**config.mk**
```make
export PLATFORM = sky130hd
export DESIGN_NAME = bpge_ctrl
export DESIGN_NICKNAME = d
export VERILOG_FILES = /design/src/rtl/bpge_pkg.sv /design/src/rtl/bpge_ctrl.sv
export SDC_FILE = /design/constraint.sdc
export NUM_CORES = 1
export LEC_CHECK = 0
export BUFFER_PORTS_ARGS = -buffer_cell sky130_fd_sc_hd__buf_4
export CAP_MARGIN = 10
export CORE_UTILIZATION = 47
export CTS_CLUSTER_SIZE = 24
export DETAILED_ROUTE_END_ITERATION = 10
export PLACE_DENSITY = 0.87
export SYNTH_ARGS = -nofsm -noshare
export SYNTH_HDL_FRONTEND = slang
export SYNTH_SLANG_ARGS = --single-unit
```
**constraint.sdc**
```tcl
create_clock -name clk -period 1.69 [get_ports clk]
set_input_delay 0.2535 -clock clk [delete_from_list [all_inputs] [get_ports clk]]
set_output_delay 0.2535 -clock clk [all_outputs]
set_load 0.05 [all_outputs]
```
**src/rtl/bpge_pkg.sv**
```systemverilog
// Shared types, constants and tables for the Bezier patch grid evaluator.
// No dependencies; used by bpge_ctrl, bpge_dp and the top level.
package bpge_pkg;

  localparam int unsigned MAX_SIDE   = 8;
  localparam int unsigned SIDE_W     = 3;
  localparam int unsigned ADDR_W     = 6;
  localparam int unsigned DEPTH      = 64;
  localparam int unsigned DIV_STEPS  = 23;
  localparam int unsigned CNT_W      = 5;
  localparam logic [15:0] ONE_Q15    = 16'h8000;

  // opcodes
  localparam logic OP_LOAD = 1'b0;
  localparam logic OP_EVAL = 1'b1;

  // configuration register indexes
  localparam logic [1:0] REG_COLS = 2'd0;
  localparam logic [1:0] REG_ROWS = 2'd1;
  localparam logic [1:0] REG_RES  = 2'd2;

  // binomial coefficients C(n,i), row n
  localparam logic [5:0] BINOM [MAX_SIDE][MAX_SIDE] = '{
    '{6'd1, 6'd0, 6'd0,  6'd0,  6'd0,  6'd0,  6'd0, 6'd0},
    '{6'd1, 6'd1, 6'd0,  6'd0,  6'd0,  6'd0,  6'd0, 6'd0},
    '{6'd1, 6'd2, 6'd1,  6'd0,  6'd0,  6'd0,  6'd0, 6'd0},
    '{6'd1, 6'd3, 6'd3,  6'd1,  6'd0,  6'd0,  6'd0, 6'd0},
    '{6'd1, 6'd4, 6'd6,  6'd4,  6'd1,  6'd0,  6'd0, 6'd0},
    '{6'd1, 6'd5, 6'd10, 6'd10, 6'd5,  6'd1,  6'd0, 6'd0},
    '{6'd1, 6'd6, 6'd15, 6'd20, 6'd15, 6'd6,  6'd1, 6'd0},
    '{6'd1, 6'd7, 6'd21, 6'd35, 6'd35, 6'd21, 6'd7, 6'd1}
  };

  // controller to datapath commands
  typedef struct packed {
    logic              load;
    logic              start;
    logic              div_step;
    logic              pow_step;
    logic [SIDE_W-1:0] pow_k;
    logic              wgt_step;
    logic [3:0]        wgt_i;
    logic              acc_issue;
    logic [SIDE_W-1:0] acc_i;
    logic [SIDE_W-1:0] acc_j;
    logic [ADDR_W-1:0] acc_addr;
    logic              finish;
  } cmd_t;

  // datapath to controller status
  typedef struct packed {
    logic              range_err;
    logic [SIDE_W-1:0] ncol;
    logic [SIDE_W-1:0] nrow;
  } stat_t;

endpackage

```
**src/rtl/bpge_ctrl.sv**
```systemverilog
// Sequencer for the Bezier patch evaluator: division, powers, weights, sum.
// Depends on bpge_pkg; drives bpge_dp through cmd_t.
module bpge_ctrl (
  input  logic           clk,
  input  logic           rst_n,
  input  logic           in_valid,
  output logic           in_ready,
  input  logic           in_opcode,
  output logic           out_valid,
  input  logic           out_ready,
  input  bpge_pkg::stat_t stat,
  output bpge_pkg::cmd_t  cmd
);

  typedef enum logic [2:0] {S_IDLE, S_DIV, S_POW, S_WGT, S_ACC, S_DRAIN, S_FIN} state_t;

  state_t                       state_r;
  logic [bpge_pkg::CNT_W-1:0]   cnt_r;
  logic [bpge_pkg::SIDE_W-1:0]  ai_r, aj_r;
  logic [bpge_pkg::ADDR_W-1:0]  addr_r;
  logic                         out_valid_r;
  logic                         acc_last;
  logic                         fin_go;

  assign in_ready  = (state_r == S_IDLE);
  assign out_valid = out_valid_r;
  assign acc_last  = (ai_r == stat.ncol) && (aj_r == stat.nrow);
  assign fin_go    = (state_r == S_FIN) && (!out_valid_r || out_ready);

  // command decode
  always_comb begin
    cmd           = '0;
    cmd.pow_k     = cnt_r[bpge_pkg::SIDE_W-1:0];
    cmd.wgt_i     = cnt_r[3:0];
    cmd.acc_i     = ai_r;
    cmd.acc_j     = aj_r;
    cmd.acc_addr  = addr_r;
    cmd.load      = (state_r == S_IDLE) && in_valid && (in_opcode == bpge_pkg::OP_LOAD);
    cmd.start     = (state_r == S_IDLE) && in_valid && (in_opcode == bpge_pkg::OP_EVAL);
    cmd.div_step  = (state_r == S_DIV);
    cmd.pow_step  = (state_r == S_POW);
    cmd.wgt_step  = (state_r == S_WGT);
    cmd.acc_issue = (state_r == S_ACC);
    cmd.finish    = fin_go;
  end

  // state and output valid
  always_ff @(posedge clk) begin
    if (!rst_n) begin
      state_r     <= S_IDLE;
      cnt_r       <= '0;
      ai_r        <= '0;
      aj_r        <= '0;
      addr_r      <= '0;
      out_valid_r <= 1'b0;
    end else begin
      if (fin_go) begin
        out_valid_r <= 1'b1;
      end else if (out_ready) begin
        out_valid_r <= 1'b0;
      end
      unique case (state_r)
        S_IDLE: begin
          cnt_r <= '0;
          if (cmd.start) begin
            state_r <= stat.range_err ? S_FIN : S_DIV;
          end
        end
        S_DIV: begin
          if (cnt_r == bpge_pkg::CNT_W'(bpge_pkg::DIV_STEPS - 1)) begin
            cnt_r   <= bpge_pkg::CNT_W'(1);
            state_r <= S_POW;
          end else begin
            cnt_r <= cnt_r + 1'b1;
          end
        end
        S_POW: begin
          if (cnt_r == bpge_pkg::CNT_W'(bpge_pkg::MAX_SIDE - 1)) begin
            cnt_r   <= '0;
            state_r <= S_WGT;
          end else begin
            cnt_r <= cnt_r + 1'b1;
          end
        end
        S_WGT: begin
          if (cnt_r == bpge_pkg::CNT_W'(bpge_pkg::MAX_SIDE)) begin
            cnt_r   <= '0;
            ai_r    <= '0;
            aj_r    <= '0;
            addr_r  <= '0;
            state_r <= S_ACC;
          end else begin
            cnt_r <= cnt_r + 1'b1;
          end
        end
        S_ACC: begin
          addr_r <= addr_r + 1'b1;
          if (acc_last) begin
            state_r <= S_DRAIN;
          end else if (ai_r == stat.ncol) begin
            ai_r <= '0;
            aj_r <= aj_r + 1'b1;
          end else begin
            ai_r <= ai_r + 1'b1;
          end
        end
        S_DRAIN: begin
          if (cnt_r == bpge_pkg::CNT_W'(2)) begin
            state_r <= S_FIN;
          end else begin
            cnt_r <= cnt_r + 1'b1;
          end
        end
        S_FIN: begin
          if (fin_go) begin
            state_r <= S_IDLE;
          end
        end
        default: state_r <= S_IDLE;
      endcase
    end
  end

  a_fin_sets_valid: assert property (@(posedge clk) disable iff (!rst_n)
    cmd.finish |=> out_valid_r) else $error("finish did not raise out_valid");
  a_stall_holds: assert property (@(posedge clk) disable iff (!rst_n)
    (out_valid_r && !out_ready) |=> out_valid_r) else $error("result dropped on stall");
  a_no_accept_busy: assert property (@(posedge clk) disable iff (!rst_n)
    (cmd.start || cmd.load) |-> !out_valid_r || (state_r == S_IDLE))
    else $error("accept outside idle");
  a_fin_not_acc: assert property (@(posedge clk) disable iff (!rst_n)
    cmd.acc_issue |-> !cmd.finish) else $error("finish during accumulation");

endmodule

```
==> results.md, run 1 <==
* Kind of critical path: reg2out
* Share of cells above drive strength 1 at 0.396
* GRT Util Overall at 0.220
* Crit path buf inv count at 2
* Clk root buf: clkbuf_4
* CP arrival at 1.40 ns
* Warnings, synthesis at 0
* Most common cell in the netlist: dfxtp_1
* I/O pin cnt at 40
* Avg Cell Area, Syn at 7.86 µm²
* Critical Path End Type: output pin
* Max_slew headroom at 0.795
* TritonRoute pass-1 iters at 7
* Min-delay worst type: in2reg
* Fin. Hold Viols at 0
* Crit path largest cell delay at 0.43 ns
* CP cell instances: or3_4, inv_4, buf_6
* Antenna fix cells at 0
* Post-synth top flop: dfxtp_1
* Hold path cells at 2
* Final period util at 0.976
* Placed Instances at 254
* Die area at 3340 µm²
* CTS tree: built
* Die H at 57.8 µm
* Synth top area cells: dfxtp_1, a21oi_1, ha_1, nand2_1, buf_4
* Skew-Pair Late Insertion Delay at 0.31 ns
* Seq/Total Area, Yosys at 0.288
* CP Depth at 3
* Initial cell density of the core at 0.512
* Post-Synthesis Cells at 186
* Largest net degree at the start of global routing at 18
* Port bufs at 39
* Core ar. at 2850 µm²
* Critical Path Fanout Max at 8
* Post-DRT Antenna Nets at 0
* Mapped Area at 1460 µm²
* Yosys cell types at 50
* CTS Buffer Depth at 2
* Syn-to-layout area delta at 36.7%
* Nets at 246
* Finished Layout Cells at 258
* Grt ovf at 0
* Dpl cell area at 1880 µm²
* Top-area cell type share of the netlist area at 0.288
* Maximum VDD drop at 0.730 mV
* Worst r2r path cells at 7
* Worst Max-Slew Pin Slew at 0.304 ns
* CP Data Required Time at 1.44 ns
* Unrepaired setup endpoints after global routing: true
* Post-synth top area cell: dfxtp_1
* Vias post-DR at 1550
* Violations in the final reports: design-rule violations
* Avg Vias per Cell at 6.01
* Synth async-reset ratio at 0
* Initial drt markers at 56
* CTS Buf Count at 3
* Fin area at 2000 µm²
* CTS sink count at 21
* # setup viols final at 0
* First-pass GRT wire length at 5820 µm
* Post-Route Skew at 0.00822 ns
* Final WL at 3800 µm
* Gpl congestion at 0.857
* EDFF count, synth at 0
* Fmax at 606 MHz
* CP max-delay cell: or3_4
* Leakage power at 0.824 nW
* Final Max Slew Viols at 0
* Initial antenna violation count at 0
* Post-Syn Nets at 204
* Clock Pin Slew Worst Setup and Hold Paths at 0.12 ns
* Power per cell area at 1320 nW/µm²
* Routed WL per cell at 14.7 µm
* Commonest cells in the synthesized netlist: dfxtp_1, nand2_1, a21oi_1
* Cts-stage hold buffer count at 0
* # DRC at 2
* # H-tree levels at 1
* Row count at 19
* Die width at 57.8 µm
* Vias in the first global route at 1313
* Cell family with the largest share of critical-path delay: simple AND/OR/NAND/NOR gates
* Final min period at 1.65 ns
* Max_cap viols at 0
* Flops & latches, synth at 21
* Post-DP HPWL at 2740 µm
* Final design utilization at 0.700
* Status: finished, violations left
* CP startpoint kind: register
==> layout make-up <==
cell class,instances,area [µm²]
Fill cell,228,855
Inverter,8,32.5
Timing Repair Buffer,56,459
Sequential cell,21,434
Multi-Input combinational cell,138,1010
Clock buffer,4,26.3
Tap cell,31,38.8
==> timing repair <==
| action | in CTS | in global routing |
|---|---|---|
| pin swaps | 1 | 10 |
| endpoints found under the setup margin | 5 | 22 |
| buffers inserted | 0 | 0 |
| gates resized for setup | 6 | 21 |
| hold endpoints to repair | 0 | 0 |
==> worst reg2reg max path: cells and delay by family (launching register included) <==
kind	cells	cell delay [ns]
fa+ha+maj	1	0.14
buf+inv	1	0.09
simple gates	2	0.53
flops	1	0.35
compound gates	3	0.48
==> worst paths after layout <==
| path | start | to | slack (ns) |
|---|---|---|---|
| setup / recovery | state_r[0]$_SDFFE_PN0P_ | cmd[13] | 0.04 |
| hold / removal | rst_n | state_r[1]$_SDFFE_PN0P_ | 0.22 |
| setup reg to reg | cnt_r[0]$_SDFFE_PN0P_ | state_r[0]$_SDFFE_PN0P_ | 0.05 |
| hold reg to reg | ai_r[2]$_SDFFE_PN0P_ | ai_r[2]$_SDFFE_PN0P_ | 0.48 |
==> cells by family after synthesis <==
group	after synthesis	synth area share
adder cells (fa/ha/maj)	6	0.0514
AO/OA/AOI/OAI	48	0.220
AND/OR/NAND/NOR	78	0.312
flip-flops	21	0.288
buffers and inverters	27	0.0933
XOR/XNOR	6	0.0360
==> flip-flops by register name, indices dropped and copies added, names as in the netlist <==
name,count
addr_r,6
cnt_r,5
ai_r,3
aj_r,3
state_r,3
out_valid,1
==> per-stage QoR <==
step                hold slack (ns)  TNS (ns)  setup slack (ns)  total power [mW]
global placement              0.460         0            0.0385              2.23
CTS                           0.220  -0.00568          -0.00568              2.53
floorplan                     0.387   -0.0254           -0.0254              1.89
finish                        0.225         0            0.0408              2.63
global route                  0.226    -0.128           -0.0424              2.79
detailed placement            0.465   -0.0630           -0.0359              2.25
==> layer usage <==
layer  GRT usage  wire length, µm  up-vias
met3      0.0424              228        4
met2       0.394             1890       49
li1            -                -      762
met4      0.0340               38        0
met5           0                0        -
met1       0.281             1640      735
==> cells in the final DEF (no fill, tap or decap), drive strengths merged, types with 3 or more instances in the layout <==
cell type / netlist / layout
nand4b: 5 / 5
nor3b: 3 / 3
xnor2: 3 / 3
and3: 6 / 6
nand3: 8 / 8
nand3b: 5 / 5
ha: 6 / 6
xor2: 3 / 3
or2: 3 / 3
buf: 12 / 56
dfxtp: 21 / 21
inv: 7 / 7
nand2: 17 / 17
o21ai: 7 / 7
clkbuf: 7 / 4
nor2: 12 / 12
a31oi: 3 / 3
a21oi: 16 / 16
nor3: 4 / 4
==> power by group <==
part | total (mW) | leakage [nW] | internal [mW] | switching, mW
Combinational | 1.76 | 0.636 | 0.691 | 1.07
Clock | 0.247 | 0.0150 | 0.0920 | 0.155
Sequential | 0.628 | 0.174 | 0.560 | 0.0681
(Power assumes the default switching activity.)
==> run 2, diff against run 1 <==
--- a/config.mk
+++ b/config.mk
@@ -8,6 +8,7 @@
 export BUFFER_PORTS_ARGS = -buffer_cell sky130_fd_sc_hd__buf_4
 export CAP_MARGIN = 10
 export CORE_UTILIZATION = 47
+export CTS_BUF_LIST = sky130_fd_sc_hd__clkbuf_16
 export CTS_CLUSTER_SIZE = 24
 export DETAILED_ROUTE_END_ITERATION = 10
 export PLACE_DENSITY = 0.87
==> run 2 against run 1 <==
Compared with the run above:
- the run still ends with design-rule violations left
- global-route usage up 0.73 points
- power up 7.9%
- highest routed layer unchanged
- first-iteration DRC count up 36%
- via count up 0.32%
- sequential power about the same
- critical path depth up 4
- combinational power about the same
- final cell count unchanged
- register-to-register slack worse by 0.03 ns
- largest power group unchanged
- clock skew down 0.0045 ns
==> results.md, run 2 (synthesis gave the netlist of run 1 again) <==
* FF+latch area at 437 µm²
* Port bufs at 39
* Avg Vias per Cell at 6.03
* Setup repair bufs after CTS at 0
* I/O pin cnt at 40
* Commonest non-fill, non-tap cell in the layout: buf_4
* Net switching power at 1.31 mW
* Setup slack after layout at 0.0194 ns
* Violations in the final reports: design-rule violations
* Power per cell area at 1400 nW/µm²
* Core ar. at 2850 µm²
* CTS tree: built
* First-pass GRT wire length at 5980 µm
* Die width at 57.8 µm
* Clock Pin Slew Worst Setup and Hold Paths at 0.06 ns
* # H-tree levels at 1
* TritonRoute pass-1 iters at 9
* Final Max Slew Viols at 0
* Highest-count cells in the layout ignoring fill and taps: buf_4, nand2_1, a21oi_1, dfxtp_1, nor2_1
* # setup viols final at 0
* Die H at 57.8 µm
* Cts-stage hold buffer count at 0
* # DRC at 2
* Multi-input logic area at 1010 µm²
* Initial cell density of the core at 0.512
* Fin. Hold Viols at 0
* Int Pwr at 1.53 mW
* Worst Max-Slew Pin Slew at 0.306 ns
* Flop pwr share at 0.220
* Row count at 19
* Leakage power at 0.846 nW
* Top reg by flops: addr_r
* Die area at 3340 µm²
* Final min period at 1.67 ns
* Routed WL per cell at 15.2 µm
* Post-Place Setup Slack at -0.0359 ns
* Post-DP HPWL at 2740 µm
* Critical Path Fanout Max at 4
* Power share of the combinational group at 0.608
* CTS Buf Count at 3
* Gpl congestion at 0.857
* CP arrival at 1.87 ns
* CP Data Required Time at 1.89 ns
* GRT Util Overall at 0.227
* Largest registers: addr_r (6), cnt_r (5)
* Clk root buf: clkbuf_16
* Syn-to-layout area delta at 38.7%
* Initial antenna violation count at 0
* Status: finished, violations left
* Clock power share at 0.172
* Post-DRT Antenna Nets at 0
* Maximum VDD drop at 0.841 mV
* Largest net degree at the start of global routing at 18
* Hold_ws at 0.294 ns
* Final period util at 0.989
* Finished Layout Cells at 258
* Final WL at 3920 µm
* Placed Instances at 254
* Antenna fix cells at 0
* CP startpoint kind: register
* Kind of critical path: reg2reg
* Initial drt markers at 76
* Fill cell count at 223
* Vias in the first global route at 1351
* Max_slew headroom at 0.793
* Unrepaired setup endpoints after global routing: true
* Share of cells above drive strength 1 at 0.396
* Fmax at 599 MHz
* Max_cap viols at 0
* Min-delay worst type: in2reg
* CTS Buffer Depth at 2
* Largest register FFs at 6
* Post-Route Skew at 0.00373 ns
* Vias post-DR at 1555
* Sw frac at 0.461
* CTS sink count at 21
* Nets at 246
* Skew-Pair Late Insertion Delay at 0.25 ns
* Grt ovf at 0
* Critical Path End Type: register
## run 2: what timing repair did
action,CTS,global route
setup endpoints to repair,2,18
gates resized for setup,2,18
pin swaps,0,8
## run 2: metrics by stage
stage	power, mW	area [µm²]	util	TNS (ns)
detailed placement	2.25	1880	0.658	-0.0630
finish	2.84	2030	0.711	0
global route	3.00	2030	0.711	-0.155
CTS	2.76	1970	0.689	0
floorplan	1.89	1550	-	-0.0254
global placement	2.23	1880	0.658	0
## run 2: cell type report
class / instances / share of cell area
timing repair buffer: 56 / 0.214
clock buffer: 3 / 0.0370
clock inverter: 1 / 0.00185
inverter: 8 / 0.0160
tap: 31 / 0.0191
multi-input combinational: 138 / 0.497
sequential: 21 / 0.215
## run 2: final timing paths
| check | startpoint | to | slack [ns] | cells past startpoint |
|---|---|---|---|---|
| max | cnt_r[0]$_SDFFE_PN0P_ | state_r[1]$_SDFFE_PN0P_ | 0.02 | 7 |
| min | rst_n | state_r[1]$_SDFFE_PN0P_ | 0.29 | 2 |
| max reg2reg | cnt_r[0]$_SDFFE_PN0P_ | state_r[1]$_SDFFE_PN0P_ | 0.02 | 7 |
| min reg2reg | ai_r[2]$_SDFFE_PN0P_ | ai_r[2]$_SDFFE_PN0P_ | 0.47 | 1 |
## run 2: worst max-delay path: stages, from the launching register on
cell,delay [ns]
dfxtp_2,0.32
inv_2,0.09
ha_4,0.14
nor4b_4,0.27
a2bb2oi_1,0.18
o211ai_1,0.15
nor4b_2,0.31
o211a_1,0.16
## run 2: power groups by stage
stage | combinational (mW) | clock (mW) | sequential, mW
after floorplan | 1.18 | 0 | 0.711
after global placement | 1.60 | 0 | 0.626
after detailed placement | 1.62 | 0 | 0.629
after CTS | 1.64 | 0.499 | 0.619
after global routing | 1.85 | 0.521 | 0.630
final | 1.73 | 0.490 | 0.625
## run 2: routing by layer
layer,vias up,share of wire,track usage
met5,-,0,0
met4,0,0.020,0.0782
met3,10,0.040,0.0491
met2,39,0.50,0.389
met1,748,0.44,0.284
li1,758,-,-
==> run 3, diff against run 2 <==
==> config.mk (replaced) <==
export PLATFORM = sky130hd
export DESIGN_NAME = bpge_ctrl
export DESIGN_NICKNAME = d
export VERILOG_FILES = /design/src/rtl/bpge_pkg.sv /design/src/rtl/bpge_ctrl.sv
export SDC_FILE = /design/constraint.sdc
export NUM_CORES = 1
export LEC_CHECK = 0
export CAP_MARGIN = 10
export CORE_UTILIZATION = 56
export CTS_BUF_LIST = sky130_fd_sc_hd__clkbuf_16
export CTS_CLUSTER_SIZE = 24
export DETAILED_ROUTE_END_ITERATION = 10
export DONT_BUFFER_PORTS = 1
export PLACE_DENSITY = 0.85
export SYNTH_ARGS = -nofsm -noshare
export SYNTH_HDL_FRONTEND = slang
export SYNTH_SLANG_ARGS = --single-unit
==> run 3 against run 2 <==
Compared with the run above:
- the run ends with negative setup slack left
- clock power up 3%
- largest power group unchanged
- via count up 8.8%
- utilization is 11 points higher
- maximum frequency is 1.8% lower
- largest cell class unchanged
- clock skew fell by 0.0024 ns
- critical path type unchanged
- count of clock-buffer cells in the layout stayed put
- die area shrank 16%
- non-clock buffer count fell by 6
- global-route usage increased by 11 points
==> results.md, run 3 (synthesis gave the netlist of run 1 again) <==
* Fill cell count at 148
* Fin. Hold Viols at 0
* CP Data Required Time at 1.86 ns
* Clock Pin Slew Worst Setup and Hold Paths at 0.06 ns
* Post-DRT Antenna Nets at 0
* CTS Buf Count at 3
* Unrepaired setup endpoints after global routing: true
* Met3 WL at 464 µm
* TritonRoute pass-1 iters at 5
* Skew-Pair Late Insertion Delay at 0.25 ns
* Kind of critical path: reg2reg
* Total power at 3.00 mW
* Initial drt markers at 107
* Post-Route Skew at 0.00136 ns
* CTS Buffer Depth at 2
* Die width at 53.1 µm
* Violations in the final reports: negative setup slack
* CTS sink count at 21
* Setup slack after layout at -0.0119 ns
* Setup tns final at -0.0119 ns
* Clk root buf: clkbuf_16
* # setup viols final at 1
* Status: finished, violations left
* Initial antenna violation count at 0
* Final WL at 4870 µm
* Final design utilization at 0.825
* Nets at 240
* Flop2flop setup slack at -0.01 ns
* WL met2 at 2430 µm
* Initial cell density of the core at 0.590
* Leakage power at 0.821 nW
* Top reg by flops: addr_r
* Largest register FFs at 6
* Fin area at 2040 µm²
* Gpl congestion at 0.823
* Routed WL per cell at 19.4 µm
* Critical Path End Type: register
* Vias post-DR at 1692
* Worst Max-Slew Pin Slew at 0.491 ns
* Dpl cell area at 1790 µm²
* Critical Path Fanout Max at 8
* Final period util at 1.01
* Hold Crit Start: rst_n
* Finished Layout Cells at 251
* Power per cell area at 1470 nW/µm²
* Largest registers: addr_r (6), cnt_r (5)
* Post-DP HPWL at 2870 µm
* Core ar. at 2480 µm²
* Antenna fix cells at 0
* # H-tree levels at 1
* CP startpoint: cnt_r[0]$_SDFFE_PN0P_
* Final Max Slew Viols at 0
* Maximum VDD drop at 1.34 mV
* CP arrival at 1.87 ns
* CP startpoint kind: register
* # DRC at 0
* Row count at 18
* Highest-count cells in the layout ignoring fill and taps: buf_4, nand2_1, a21oi_1
* Max_cap viols at 0
* Reg-to-Reg Start: cnt_r[0]$_SDFFE_PN0P_
* Final min period at 1.70 ns
* Largest net degree at the start of global routing at 16
* Min-delay worst type: in2reg
* Die area at 2820 µm²
* Syn-to-layout area delta at 39.8%
* First-pass GRT wire length at 6780 µm
* Port bufs at 0
* Grt ovf at 0
* Die H at 53.1 µm
* I/O pin cnt at 40
* Share of cells above drive strength 1 at 0.403
* Avg Vias per Cell at 6.74
* Max_slew headroom at 0.669
* CTS tree: built
* Commonest non-fill, non-tap cell in the layout: buf_4
* Fmax at 588 MHz
* Highest metal used: met4
* Placed Instances at 241
* Hold_ws at 0.129 ns
* Vias in the first global route at 1555
* GRT Util Overall at 0.337
* Post-Place Setup Slack at -0.139 ns
* Met1 wire length at 1780 µm
run 3: repair_timing:
item                       CTS  global route
pin swaps                    6             8
resized for setup           16            20
setup endpoints to repair   14            17
gates cloned                 0             0
buffers inserted             4             2
hold buffers                 0             0
run 3: critical path, stage by stage, from the launching register on:
cell and delay (ns):
dfxtp_2 0.35, inv_4 0.05, ha_4 0.16, nor4b_4 0.14, buf_4 0.14, o21a_4 0.22
nor3b_1 0.24, o21ai_1 0.12, a21oi_1 0.19
run 3: cell type report:
class                           count  area (µm²)  share of cell area
Timing Repair Buffer               50         395               0.194
Sequential cell                    21         442               0.216
Clock buffer                        3        75.1              0.0367
Inverter                            8        35.0              0.0171
Clock inverter                      1        3.75             0.00184
Multi-Input combinational cell    138        1050               0.516
Tap cell                           30        37.5              0.0184
run 3: per-layer routing:
layer  GRT usage  up-vias
li1            -      746
met1       0.397      806
met2       0.553      116
met3      0.0632       24
met4       0.219        0
met5           0        -
run 3: power breakdown:
| part | switching, mW | internal [mW] |
|---|---|---|
| sequential | 0.0599 | 0.558 |
| clock | 0.189 | 0.316 |
| combinational | 1.16 | 0.709 |
| total | 1.41 | 1.58 |
run 3: final timing paths:
check,cells past startpoint,to
max reg2reg,8,cnt_r[2]$_SDFFE_PN0P_
max,8,cnt_r[2]$_SDFFE_PN0P_
min reg2reg,2,addr_r[5]$_SDFFE_PN0P_
min,1,state_r[1]$_SDFFE_PN0P_
